--- config.mk ---
export PLATFORM = sky130hd
export DESIGN_NAME = pwga_out_buf
export DESIGN_NICKNAME = d
export VERILOG_FILES = /design/src/hw/rtl/pwga_pkg.sv /design/src/hw/rtl/pwga_out_buf.sv
export SDC_FILE = /design/constraint.sdc
export NUM_CORES = 1
export LEC_CHECK = 0
export ABC_AREA = 1
export BUFFER_PORTS_ARGS = -buffer_cell sky130_fd_sc_hd__clkbuf_2
export CORE_ASPECT_RATIO = 0.9
export CORE_MARGIN = 2
export CORE_UTILIZATION = 41
export DETAILED_ROUTE_END_ITERATION = 6
export MAX_ROUTING_LAYER = met4
export PLACE_DENSITY = 0.63
export SLEW_MARGIN = 20
export SYNTH_ARGS = -nofsm -noshare
export SYNTH_HDL_FRONTEND = slang
export SYNTH_SLANG_ARGS = --single-unit
--- constraint.sdc ---
create_clock -name clk -period 3.05 [get_ports clk]
set_input_delay 0.1525 -clock clk [delete_from_list [all_inputs] [get_ports clk]]
set_output_delay 0.1525 -clock clk [all_outputs]
set_load 0.02 [all_outputs]
--- src/hw/rtl/pwga_pkg.sv ---
// ----------------------------------------------------------------------------
// pwga_pkg
// Shared types and constants of the pixel-to-world grid accumulator: item
// control, result layout, register indexes and stream widths.
// ----------------------------------------------------------------------------
`timescale 1ns / 1ps
`default_nettype none

package pwga_pkg;

    // item kind carried on the input tuser bit
    typedef enum logic
    {
        MODE_PIXEL = 1'b0,
        MODE_QUERY = 1'b1
    } mode_t;

    // configuration register indexes
    typedef enum logic [2:0]
    {
        CFG_COS  = 3'd0,
        CFG_SIN  = 3'd1,
        CFG_POSX = 3'd2,
        CFG_POSY = 3'd3,
        CFG_ROWS = 3'd4,
        CFG_COLS = 3'd5
    } cfg_idx_t;

    localparam int CFG_IDX_W  = 3;
    localparam int CFG_DATA_W = 17;

    // stream widths, whole bytes
    localparam int S_TDATA_W = 40;
    localparam int M_TDATA_W = 40;

    // control travelling with each item down the pipeline
    typedef struct packed
    {
        logic  valid;
        mode_t mode;
        logic  set;
    } item_ctl_t;

    // one result, lowest field in the lowest bits
    typedef struct packed
    {
        logic        updated;
        logic [15:0] cell_count;
        logic [7:0]  cell_y;
        logic [7:0]  cell_x;
    } res_t;

endpackage

`default_nettype wire

--- src/hw/rtl/pwga_out_buf.sv ---
// ----------------------------------------------------------------------------
// pwga_out_buf
// Output register with a skid stage; gives the pipeline its advance enable.
// ----------------------------------------------------------------------------
`timescale 1ns / 1ps
`default_nettype none

module pwga_out_buf (
    input  wire logic           clk,
    input  wire logic           rst_n,
    input  wire logic           push,
    input  wire pwga_pkg::res_t push_data,
    input  wire logic           m_ready,
    output logic                m_valid,
    output pwga_pkg::res_t      m_data,
    output logic                en
);

    logic           out_valid_reg, out_valid_next;
    logic           skid_valid_reg, skid_valid_next;
    pwga_pkg::res_t out_data_reg, out_data_next;
    pwga_pkg::res_t skid_data_reg, skid_data_next;
    logic           pop;

    assign pop = out_valid_reg && m_ready;
    assign en  = !skid_valid_reg || m_ready;

    // next state of the two entries
    always_comb
    begin
        out_valid_next  = out_valid_reg;
        skid_valid_next = skid_valid_reg;
        out_data_next   = out_data_reg;
        skid_data_next  = skid_data_reg;
        priority if (!out_valid_reg || pop)
        begin
            if (skid_valid_reg)
            begin
                out_valid_next  = 1'b1;
                out_data_next   = skid_data_reg;
                skid_valid_next = push;
                skid_data_next  = push_data;
            end
            else
            begin
                out_valid_next  = push;
                out_data_next   = push_data;
            end
        end
        else if (push)
        begin
            skid_valid_next = 1'b1;
            skid_data_next  = push_data;
        end
        else
        begin
            out_valid_next  = out_valid_reg;
        end
    end

    // entry valid flags
    always_ff @(posedge clk or negedge rst_n)
    begin
        if (!rst_n)
        begin
            out_valid_reg  <= 1'b0;
            skid_valid_reg <= 1'b0;
        end
        else
        begin
            out_valid_reg  <= out_valid_next;
            skid_valid_reg <= skid_valid_next;
        end
    end

    // entry data
    always_ff @(posedge clk)
    begin
        out_data_reg  <= out_data_next;
        skid_data_reg <= skid_data_next;
    end

    assign m_valid = out_valid_reg;
    assign m_data  = out_data_reg;

endmodule

`default_nettype wire

==> summary.txt <==
Worst setup path
  • Crit path cell chain: inv_2, nand2_1, nand2_1, nand2_2
  • WP data required: roughly 3000 ps
  • Reg2Reg Setup Slack: about 1100 ps
  • Slowest stage cell, crit path: nand2_2
  • R2R depth: 4
  • Crit-path max cell delay: about 460 ps
  • Crit path max-delay family: simple AND/OR/NAND/NOR gates
  • Crit start category: flop
  • CP Buf/Inv Count: 1
  • Kind of critical path: flop to flop
  • RR Endpoint: skid_data_reg[21]$_DFFE_PP_
  • Worst r2r src: skid_valid_reg$_DFFE_PN0P_
  • Crit path from: skid_valid_reg$_DFFE_PN0P_
  • WP data arrival: around 1800 ps
  • CP max FO: 34
  • CP dominant cell by count: nand2_1
  • Kind of end point of the critical path: flop

Clock tree
  • # H-tree levels: 3
  • Gates resized, CTS repair: 0
  • CTS tree: yes
  • CTS Buf Count: 9
  • Hold buffer count at cts: 17
  • Worst-case clock buffer depth: 2
  • Clock sink count: 68
  • Post-CTS Setup Inserts: 0
  • Worst-path clk slew: around 70 ps
  • Worst-Skew Late Latency: approximately 330 ps
  • Root Driver: clkbuf_8

Global route
  • Global-route wire length before repair: approximately 7400 um
  • Largest net degree at the start of global routing: 38
  • GRT overflow: 0
  • Antenna violations before repair: 0
  • All-layer global routing usage: 0.1548
  • Vias in the first global route: between 1.5k and 2k

Yosys
  • #FFs+latches synth: between 60 and 70
  • Synthesis Warnings: 0
  • Syn_area_per_cell: approximately 14 um2
  • EDFF count, synth: 66
  • Post-Syn Area: 0.002549 mm2
  • Leading area contributor after synthesis: edfxtp_1
  • Area contributors post-synth: edfxtp_1 78%, nand2_1 14%, nand2_2 2.2%
  • Syn Inst Count: approximately 190
  • Synth cell types: 12
  • Prevailing post-synth register cell: edfxtp_1
  • Top-count cell post-synth: nand2_1
  • Synth top area share: 0.7776
  • Sequential fraction of the synthesis area: 0.7973
  • Share of synthesized registers carrying an async set or reset: 0.02941
  • Post-synth top cells: 98 x nand2_1, 66 x edfxtp_1, 9 x nand2_2
  • Syn_nets: between 200 and 250

Placed design
  • Cell total after placement: approximately 320
  • Input/output buffers: just over 70
  • Pre-CTS setup slack: about 1100 ps
  • HPWL after DPL: 2961 um
  • Routability cong.: between 0.6 and 0.7

Outcome
  • Outcome: finished, final reports clean

Floorplanning
  • Site Rows: 27
  • Die W: between 80 and 90 um
  • Full die area: approximately 0.0069 mm2
  • Core area: roughly 0.006 mm2
  • Starting Density: 0.4191
  • IO Pins: 72
  • Die Height: approximately 79 um

STA
  • Slew at the pin closest to its max-slew limit: between 700 and 800 ps
  • Worst Hold Slack: just over 20 ps
  • Final Max Slew Viols: 0
  • Setup Skew: ~5.4 ps
  • Rel. slew slack: 0.4686
  • Unrepaired setup endpoints after global routing: no
  • Max Fclk: 525.7 MHz
  • Final hold vios: 0
  • Fin crit period: 1902 ps
  • Final clock period utilization by the worst path: 0.6236
  • Setup tns final: 0 ps
  • Final setup vio count: 0
  • Final worst setup slack: roughly 1100 ps

Final layout
  • Ratio of cells with drive above 1 in the final layout: 0.3380
  • ANT cells: 0
  • # fillers: 526
  • Multi-input combinational cell area: 437.9 um2
  • Layout Nets: around 320
  • Non-filler cells, final: 359
  • Area grow syn2layout: 30.44%
  • FF+latch area: 0.002032 mm2

Route
  • Via count: 1618
  • Post-Route WL: around 4800 um
  • DRT iter0 DRCs: approximately 110
  • Final routed DRC violation total: 0
  • 1st-pass router iterations: 4
  • WL per Instance: around 13 um
  • Detail-routed via count per cell: 4.507
  • ANT nets after route: 0

Worst hold path
  • Worst Hold Endpoint: skid_data_reg[5]$_DFFE_PP_
  • HP Start: push_data[5]
  • Worst min path class: input port to flop
  • WHS Path Cells: 1

Power
  • Peak VDD IR: between 0.0003 and 0.0004 V
  • P_leak: ~1.5 nW
  • Power Density: just under 700 mW/mm2

Flow run
  • Max Cap Viol: 0
cell families (layout without fill, tap and decap cells):
| kind of cell | Yosys count | count (layout) | share of synthesized area |
|---|---|---|---|
| buffers and inverters | 9 | 110 | 0.03289 |
| flip-flops | 68 | 68 | 0.7973 |
| AND/OR/NAND/NOR | 109 | 109 | 0.1699 |
stage by stage:
stage | power, W | util | area, um2
3_3_place_gp | 0.001562 | 0.4831 | 2938
6_report | 0.002288 | 0.5467 | 3324
4_1_cts | 0.002321 | 0.5434 | 3304
3_5_place_dp | 0.001572 | 0.4831 | 2938
5_1_grt | 0.002410 | 0.5467 | 3324
2_1_floorplan | 0.001462 | - | 2549
how the worst max path moves through the flow:
stage,end,slack (ps),cells after the start
floorplan,skid_data_reg[0]$_DFFE_PP_,540,4
global placement,skid_data_reg[13]$_DFFE_PP_,1170,4
detailed placement,skid_data_reg[13]$_DFFE_PP_,1110,4
CTS,skid_data_reg[26]$_DFFE_PP_,1090,4
global route,skid_data_reg[26]$_DFFE_PP_,940,4
finish,skid_data_reg[21]$_DFFE_PP_,1150,4
area by class of cell:
type                    count  area share
well taps                  72     0.02710
clock buffers              15     0.05006
repair buffers             92      0.1686
flip-flops and latches     68      0.6112
multi-input cells         109      0.1317
inverters                   2    0.002258
clock inverters             1    0.009033
routing by layer:
layer / wire, um / GRT usage
met4: 64 / 0.06769
met2: 2357 / 0.2435
met1: 2046 / 0.1746
met3: 291 / 0.06341
met5: 0 / -
cell usage in the layout, fill, tap and decap left out:
master,count
nand2_1,96
nand3_1,1
inv_1,1
dlygate4sd3_1,19
nand2_2,11
dfrtp_1,2
clkbuf_1,4
inv_2,1
clkbuf_8,11
bufinv_16,1
clkbuf_2,71
buf_4,2
edfxtp_1,66
nor2_1,1
where the power goes:
part / internal, W / switching (W)
Sequential: 0.00118 / 0.0000332
Clock: 0.000424 / 0.000298
Combinational: 0.000113 / 0.000243
Power figures use the tool's default switching activity.
