$ cat src/hw/rtl/pwga_pkg.sv
// ----------------------------------------------------------------------------
// pwga_pkg
// Shared types and constants of the pixel-to-world grid accumulator: item
// control, result layout, register indexes and stream widths.
// ----------------------------------------------------------------------------
`timescale 1ns / 1ps
`default_nettype none

package pwga_pkg;

    // item kind carried on the input tuser bit
    typedef enum logic
    {
        MODE_PIXEL = 1'b0,
        MODE_QUERY = 1'b1
    } mode_t;

    // configuration register indexes
    typedef enum logic [2:0]
    {
        CFG_COS  = 3'd0,
        CFG_SIN  = 3'd1,
        CFG_POSX = 3'd2,
        CFG_POSY = 3'd3,
        CFG_ROWS = 3'd4,
        CFG_COLS = 3'd5
    } cfg_idx_t;

    localparam int CFG_IDX_W  = 3;
    localparam int CFG_DATA_W = 17;

    // stream widths, whole bytes
    localparam int S_TDATA_W = 40;
    localparam int M_TDATA_W = 40;

    // control travelling with each item down the pipeline
    typedef struct packed
    {
        logic  valid;
        mode_t mode;
        logic  set;
    } item_ctl_t;

    // one result, lowest field in the lowest bits
    typedef struct packed
    {
        logic        updated;
        logic [15:0] cell_count;
        logic [7:0]  cell_y;
        logic [7:0]  cell_x;
    } res_t;

endpackage

`default_nettype wire

$ cat src/hw/rtl/pwga_coord.sv
// ----------------------------------------------------------------------------
// pwga_coord
// Configuration registers and the five-stage pixel-to-cell transform:
// rover frame, rotation, offset, divide by 163840 and clip.
// ----------------------------------------------------------------------------
`timescale 1ns / 1ps
`default_nettype none

module pwga_coord #(
    parameter int MAP_SIZE = 256
) (
    input  wire logic                                clk,
    input  wire logic                                rst_n,
    input  wire logic                                cfg_we,
    input  wire logic [pwga_pkg::CFG_IDX_W-1:0]      cfg_index,
    input  wire logic [pwga_pkg::CFG_DATA_W-1:0]     cfg_data,
    input  wire logic                                en,
    input  wire logic                                in_valid,
    input  wire pwga_pkg::mode_t                     in_mode,
    input  wire logic [9:0]                          pixel_row,
    input  wire logic [9:0]                          pixel_col,
    input  wire logic                                pixel_set,
    input  wire logic [7:0]                          query_x,
    input  wire logic [7:0]                          query_y,
    output pwga_pkg::item_ctl_t                      m0_ctl,
    output logic [$clog2(MAP_SIZE)-1:0]              m0_cx,
    output logic [$clog2(MAP_SIZE)-1:0]              m0_cy
);

    localparam int CW = $clog2(MAP_SIZE);
    // 163840 = 2^15 * 5; divide by 5 as multiply by 52429 then shift by 18
    localparam logic [29:0] DIV5_MUL = 30'd52429;

    typedef struct packed
    {
        pwga_pkg::item_ctl_t ctl;
        logic [CW-1:0]       qx;
        logic [CW-1:0]       qy;
    } stage_t;

    // configuration registers
    logic signed [15:0] cos_reg;
    logic signed [15:0] sin_reg;
    logic signed [16:0] pos_x_reg;
    logic signed [16:0] pos_y_reg;
    logic [10:0]        rows_reg;
    logic [10:0]        cols_reg;

    // pipeline registers
    stage_t             s0_reg, s1_reg, s2_reg, s3_reg;
    stage_t             s0_next;
    logic signed [11:0] rx_reg, ry_reg;
    logic signed [11:0] rx_next, ry_next;
    logic signed [27:0] pxc_reg, pys_reg, pxs_reg, pyc_reg;
    logic signed [29:0] p640x_reg, p640y_reg;
    logic signed [29:0] numx_reg, numy_reg;
    logic               negx_reg, negy_reg;
    logic [29:0]        qmx_reg, qmy_reg;
    logic [CW-1:0]      qx_sat, qy_sat;
    logic [CW-1:0]      wx_next, wy_next;
    pwga_pkg::item_ctl_t m0_ctl_reg;
    logic [CW-1:0]      m0_cx_reg, m0_cy_reg;

    // truncated quotient, negative results clip to zero and large ones to MAP_SIZE-1
    function automatic logic [CW-1:0] clip_cell(input logic neg, input logic [29:0] qm);
        logic [11:0] d;
        d = qm[29:18];
        if (neg)
            clip_cell = '0;
        else if (32'(d) > 32'(MAP_SIZE - 1))
            clip_cell = CW'(MAP_SIZE - 1);
        else
            clip_cell = CW'(d);
    endfunction

    // register writes, unused indexes ignored
    always_ff @(posedge clk or negedge rst_n)
    begin
        if (!rst_n)
        begin
            cos_reg   <= 16'sd16384;
            sin_reg   <= 16'sd0;
            pos_x_reg <= 17'sd0;
            pos_y_reg <= 17'sd0;
            rows_reg  <= 11'd480;
            cols_reg  <= 11'd640;
        end
        else if (cfg_we)
        begin
            unique case (pwga_pkg::cfg_idx_t'(cfg_index))
                pwga_pkg::CFG_COS:  cos_reg   <= cfg_data[15:0];
                pwga_pkg::CFG_SIN:  sin_reg   <= cfg_data[15:0];
                pwga_pkg::CFG_POSX: pos_x_reg <= cfg_data;
                pwga_pkg::CFG_POSY: pos_y_reg <= cfg_data;
                pwga_pkg::CFG_ROWS: rows_reg  <= cfg_data[10:0];
                pwga_pkg::CFG_COLS: cols_reg  <= cfg_data[10:0];
                default: ;
            endcase
        end
    end

    // stage 0 inputs: rover frame and saturated query
    always_comb
    begin
        rx_next = $signed({1'b0, rows_reg}) - $signed({2'b00, pixel_row});
        ry_next = $signed({2'b00, pixel_col}) - $signed({2'b00, cols_reg[10:1]});
        qx_sat  = (32'(query_x) > 32'(MAP_SIZE - 1)) ? CW'(MAP_SIZE - 1) : CW'(query_x);
        qy_sat  = (32'(query_y) > 32'(MAP_SIZE - 1)) ? CW'(MAP_SIZE - 1) : CW'(query_y);
        s0_next.ctl.valid = in_valid;
        s0_next.ctl.mode  = in_mode;
        s0_next.ctl.set   = pixel_set;
        s0_next.qx        = qx_sat;
        s0_next.qy        = qy_sat;
    end

    // stage 4 inputs: divided and clipped world cell
    always_comb
    begin
        if (s3_reg.ctl.mode == pwga_pkg::MODE_QUERY)
        begin
            wx_next = s3_reg.qx;
            wy_next = s3_reg.qy;
        end
        else
        begin
            wx_next = clip_cell(negx_reg, qmx_reg);
            wy_next = clip_cell(negy_reg, qmy_reg);
        end
    end

    // item control down the stages
    always_ff @(posedge clk or negedge rst_n)
    begin
        if (!rst_n)
        begin
            s0_reg     <= '0;
            s1_reg     <= '0;
            s2_reg     <= '0;
            s3_reg     <= '0;
            m0_ctl_reg <= '0;
        end
        else if (en)
        begin
            s0_reg     <= s0_next;
            s1_reg     <= s0_reg;
            s2_reg     <= s1_reg;
            s3_reg     <= s2_reg;
            m0_ctl_reg <= s3_reg.ctl;
        end
    end

    // arithmetic datapath
    always_ff @(posedge clk)
    begin
        if (en)
        begin
            rx_reg    <= rx_next;
            ry_reg    <= ry_next;
            // rotation products
            pxc_reg   <= 28'(rx_reg) * 28'(cos_reg);
            pys_reg   <= 28'(ry_reg) * 28'(sin_reg);
            pxs_reg   <= 28'(rx_reg) * 28'(sin_reg);
            pyc_reg   <= 28'(ry_reg) * 28'(cos_reg);
            // position times 640 as two shifts
            p640x_reg <= (30'(pos_x_reg) <<< 9) + (30'(pos_x_reg) <<< 7);
            p640y_reg <= (30'(pos_y_reg) <<< 9) + (30'(pos_y_reg) <<< 7);
            // numerators
            numx_reg  <= 30'(pxc_reg) - 30'(pys_reg) + p640x_reg;
            numy_reg  <= 30'(pxs_reg) + 30'(pyc_reg) + p640y_reg;
            // drop 2^15 then reciprocal of 5
            negx_reg  <= numx_reg[29];
            negy_reg  <= numy_reg[29];
            qmx_reg   <= 30'(numx_reg[28:15]) * DIV5_MUL;
            qmy_reg   <= 30'(numy_reg[28:15]) * DIV5_MUL;
            m0_cx_reg <= wx_next;
            m0_cy_reg <= wy_next;
        end
    end

    assign m0_ctl = m0_ctl_reg;
    assign m0_cx  = m0_cx_reg;
    assign m0_cy  = m0_cy_reg;

endmodule

`default_nettype wire

$ cat config.mk
export PLATFORM = sky130hd
export DESIGN_NAME = pwga_coord
export DESIGN_NICKNAME = d
export VERILOG_FILES = /design/src/hw/rtl/pwga_pkg.sv /design/src/hw/rtl/pwga_coord.sv
export SDC_FILE = /design/constraint.sdc
export NUM_CORES = 2
export LEC_CHECK = 0
export ABC_AREA = 1
export BUFFER_PORTS_ARGS = -buffer_cell sky130_fd_sc_hd__buf_2
export CAP_MARGIN = 20
export CORE_UTILIZATION = 66
export DETAILED_ROUTE_END_ITERATION = 7
export PLACE_DENSITY = 0.92
export REMOVE_ABC_BUFFERS = 1
export SLEW_MARGIN = 10
export SYNTH_ARGS = -nofsm -noshare
export SYNTH_HDL_FRONTEND = slang
export SYNTH_SLANG_ARGS = --single-unit
$ cat constraint.sdc
create_clock -name clk -period 5.5 [get_ports clk]
set_clock_uncertainty 0.1 [all_clocks]
set_input_delay 0.55 -clock clk [delete_from_list [all_inputs] [get_ports clk]]
set_output_delay 0.55 -clock clk [all_outputs]
set_load 0.05 [all_outputs]
==> flow_metrics.env <==
export IMPL_worstPathArrival_ps=5650
export IMPL_clock_latency_ps=630
export IMPL_clkTransAtPathRegs_ps=70
export IMPL_drv_slew=0
export IMPL_antenna_found_initial=7
export IMPL_viasPerCell=5.67
export IMPL_die_x_microns=298
export IMPL_synthTopCellsByCount="inv_1, nand2_1, fa_1"
export IMPL_areaGrowthSynthToFinish_pct=7.81
export IMPL_slew_headroom_pct=28.4
export IMPL_cts_buffer_depth=3
export IMPL_yosys_warnings=0
export IMPL_cts_sinks=411
export IMPL_post_route_drc_count=2
export IMPL_portBuffers=81
export IMPL_end_kind="register"
export IMPL_start_util_pct=66.6
export IMPL_synth_xor_xnor_area_share_pct=2.14
export IMPL_synth_main_ff_cell="edfxtp_1"
export IMPL_vias=47600
export IMPL_drtIter0Drc=4956
export IMPL_fin_nets=8651
export IMPL_finalCritPeriodShare_pct=97.5
export IMPL_cts_buffers=48
export IMPL_synth_largest_area_cell="fa_1"
export IMPL_netlist_area_sq_um=57700
export IMPL_setup_viol=0
export IMPL_drive_gt1_share_pct=5.89
export IMPL_ant_nets=0
export IMPL_synthArstFlopShare_pct=40.4
export IMPL_critPathKind="register to register"
export IMPL_pin_count=82
export IMPL_overflow=0
export IMPL_fp_dieArea_sq_um=88700
export IMPL_failed_checks="DRC"
export IMPL_synth_fa_ha_area_share_pct=41.0
export IMPL_synthSimpleGateAreaFrac_pct=17.9
export IMPL_cap_violations=0
export IMPL_fmax_ghz=0.186
export IMPL_syn_inst=7101
export IMPL_fin_setup_tns_ps=0
export IMPL_synth_most_common_cell="inv_1"
export IMPL_wirelength_microns=161000
export IMPL_synth_seq_cells=411
export IMPL_critPathRequiredTime_ps=5790
export IMPL_worstMarginPinSlew_ps=1070
export IMPL_cts_tree="yes"
export IMPL_coreArea_sq_um=86800
export IMPL_status="finished, violations left"
export IMPL_utilization_pct=71.7
export IMPL_wl_per_cell_microns=19.1
export IMPL_period_needed_ps=5360
export IMPL_grt_pass1_vias=49400
export IMPL_critPathMaxFanout=11
export IMPL_grt_max_degree=119
export IMPL_dpl_hpwl_microns=129000
export IMPL_synth_top_cells_by_area="fa_1, edfxtp_1, ha_1"
export IMPL_ys_seq_area_share_pct=20.0
export IMPL_die_height_microns=298
export IMPL_cp_start_kind="register"
export IMPL_worstHoldPathType="input pin to register"
export IMPL_yosysTopAreaCellShare_pct=28.9
export IMPL_num_rows=108
export IMPL_synth_edf_count=245
export IMPL_cts_root_buf="clkbuf_16"
export IMPL_rsz0062_at_grt="no"
export IMPL_h_tree_depth=2
export IMPL_hold_viol=0
export IMPL_synth_mux_area_share_pct=0.371
export IMPL_synth_top_family_by_area="adder cells"
export IMPL_synth_cell_types=49
export IMPL_avgSynthCellArea_sq_um=8.13
export IMPL_grt_usage_pct=36.7
export IMPL_drt_pass1_iterations=8
export IMPL_place_congestion=0.981
export IMPL_synth_compound_area_share_pct=5.60
export IMPL_grt_pass1_wl_microns=256000
## repair_timing
item	CTS	global route
endpoints found under the setup margin	0	50
gates resized for setup	0	18
hold buffers	0	1
endpoints found under the hold margin	0	23
buffers inserted	0	2
## cell families after synthesis
kind of cell | after synthesis
buffers and inverters | 2005
AO/OA/AOI/OAI | 605
XOR/XNOR | 141
multiplexers | 19
AND/OR/NAND/NOR | 2529
adder cells (fa/ha/maj) | 1391
flip-flops | 411
## per-stage QoR
step	cells	cell area [sq um]	worst slack (ps)	hold WS, ps
after global routing	8396	62200	11.5	85.9
final	8399	62200	138	56.1
after CTS	8384	62000	81.6	15.4
after floorplan	6936	57100	332	154
after global placement	8294	60300	198	361
after detailed placement	8294	60300	115	371
## critical path, stage by stage (launching register included)
cell      delay, ps
dfrtp_1         800
buf_4           290
nand2_1          90
fa_1            420
fa_1            400
fa_1            500
inv_1            60
fa_1            540
inv_1            50
fa_1            480
inv_1            70
ha_1            340
a21oi_1         240
inv_1           110
a21oi_4         210
o21bai_1        120
xor2_1          300
## final timing paths
kind | start | endpoint | slack [ps] | depth (start not counted)
worst min register to register | s2_reg[4] | s3_reg[4] | 380 | 2
min in group asynchronous | rst_n | s0_reg[13] | 270 | 2
worst max register to register | cos_reg[1] | pyc_reg[18] | 140 | 16
worst max-delay path | cos_reg[1] | pyc_reg[18] | 140 | 16
max in group asynchronous | rst_n | cos_reg[14] | 3790 | 4
worst min-delay path | query_y[1] | s0_reg[1] | 60 | 3
## layout make-up
cell class                 instances  area (sq um)
antenna                            7          17.5
fill                            6300         24500
sequential                       411         11500
clock inverter                    19           189
timing repair buffer             211          1930
tap                             1155          1450
clock buffer                      71          1510
multi-input combinational       4685         38700
inverter                        1840          6910
## metal layers
| metal | track usage [%] | routed length [microns] | share of wire (%) | vias up |
|---|---|---|---|---|
| met3 | 8.80 | 17600 | 11 | 640 |
| met1 | 47.1 | 60500 | 38 | 22800 |
| met4 | 15.9 | 8280 | 5.2 | 10 |
| li1 | - | - | - | 21600 |
| met2 | 59.4 | 74200 | 46 | 2579 |
| met5 | 0 | 259 | 0.16 | - |
## layout by cell type (no fill, tap or decap), drive strengths merged, types with 2 or more instances in the layout
cell type and n:
fa 834, nand4 74, clkbuf 71, nor4 4, a31oi 3, xor2 92, mux2 19, nand2 1797
nor3b 5, o21a 8, edfxtp 245, a21oi 281, dfrtp 159, nand3 212, o2111ai 2, inv 1844
nand3b 9, a21o 6, or2 6, o22ai 16, and2 8, o21bai 33, dfstp 7, ha 557
diode 7, buf 210, nor3 40, clkinv 13, nor2 372, o21ai 254, xnor2 49
Power is left out: the tool's default activity adds up to more than one toggle a clock period on the data nets, which glitch-free logic cannot reach.
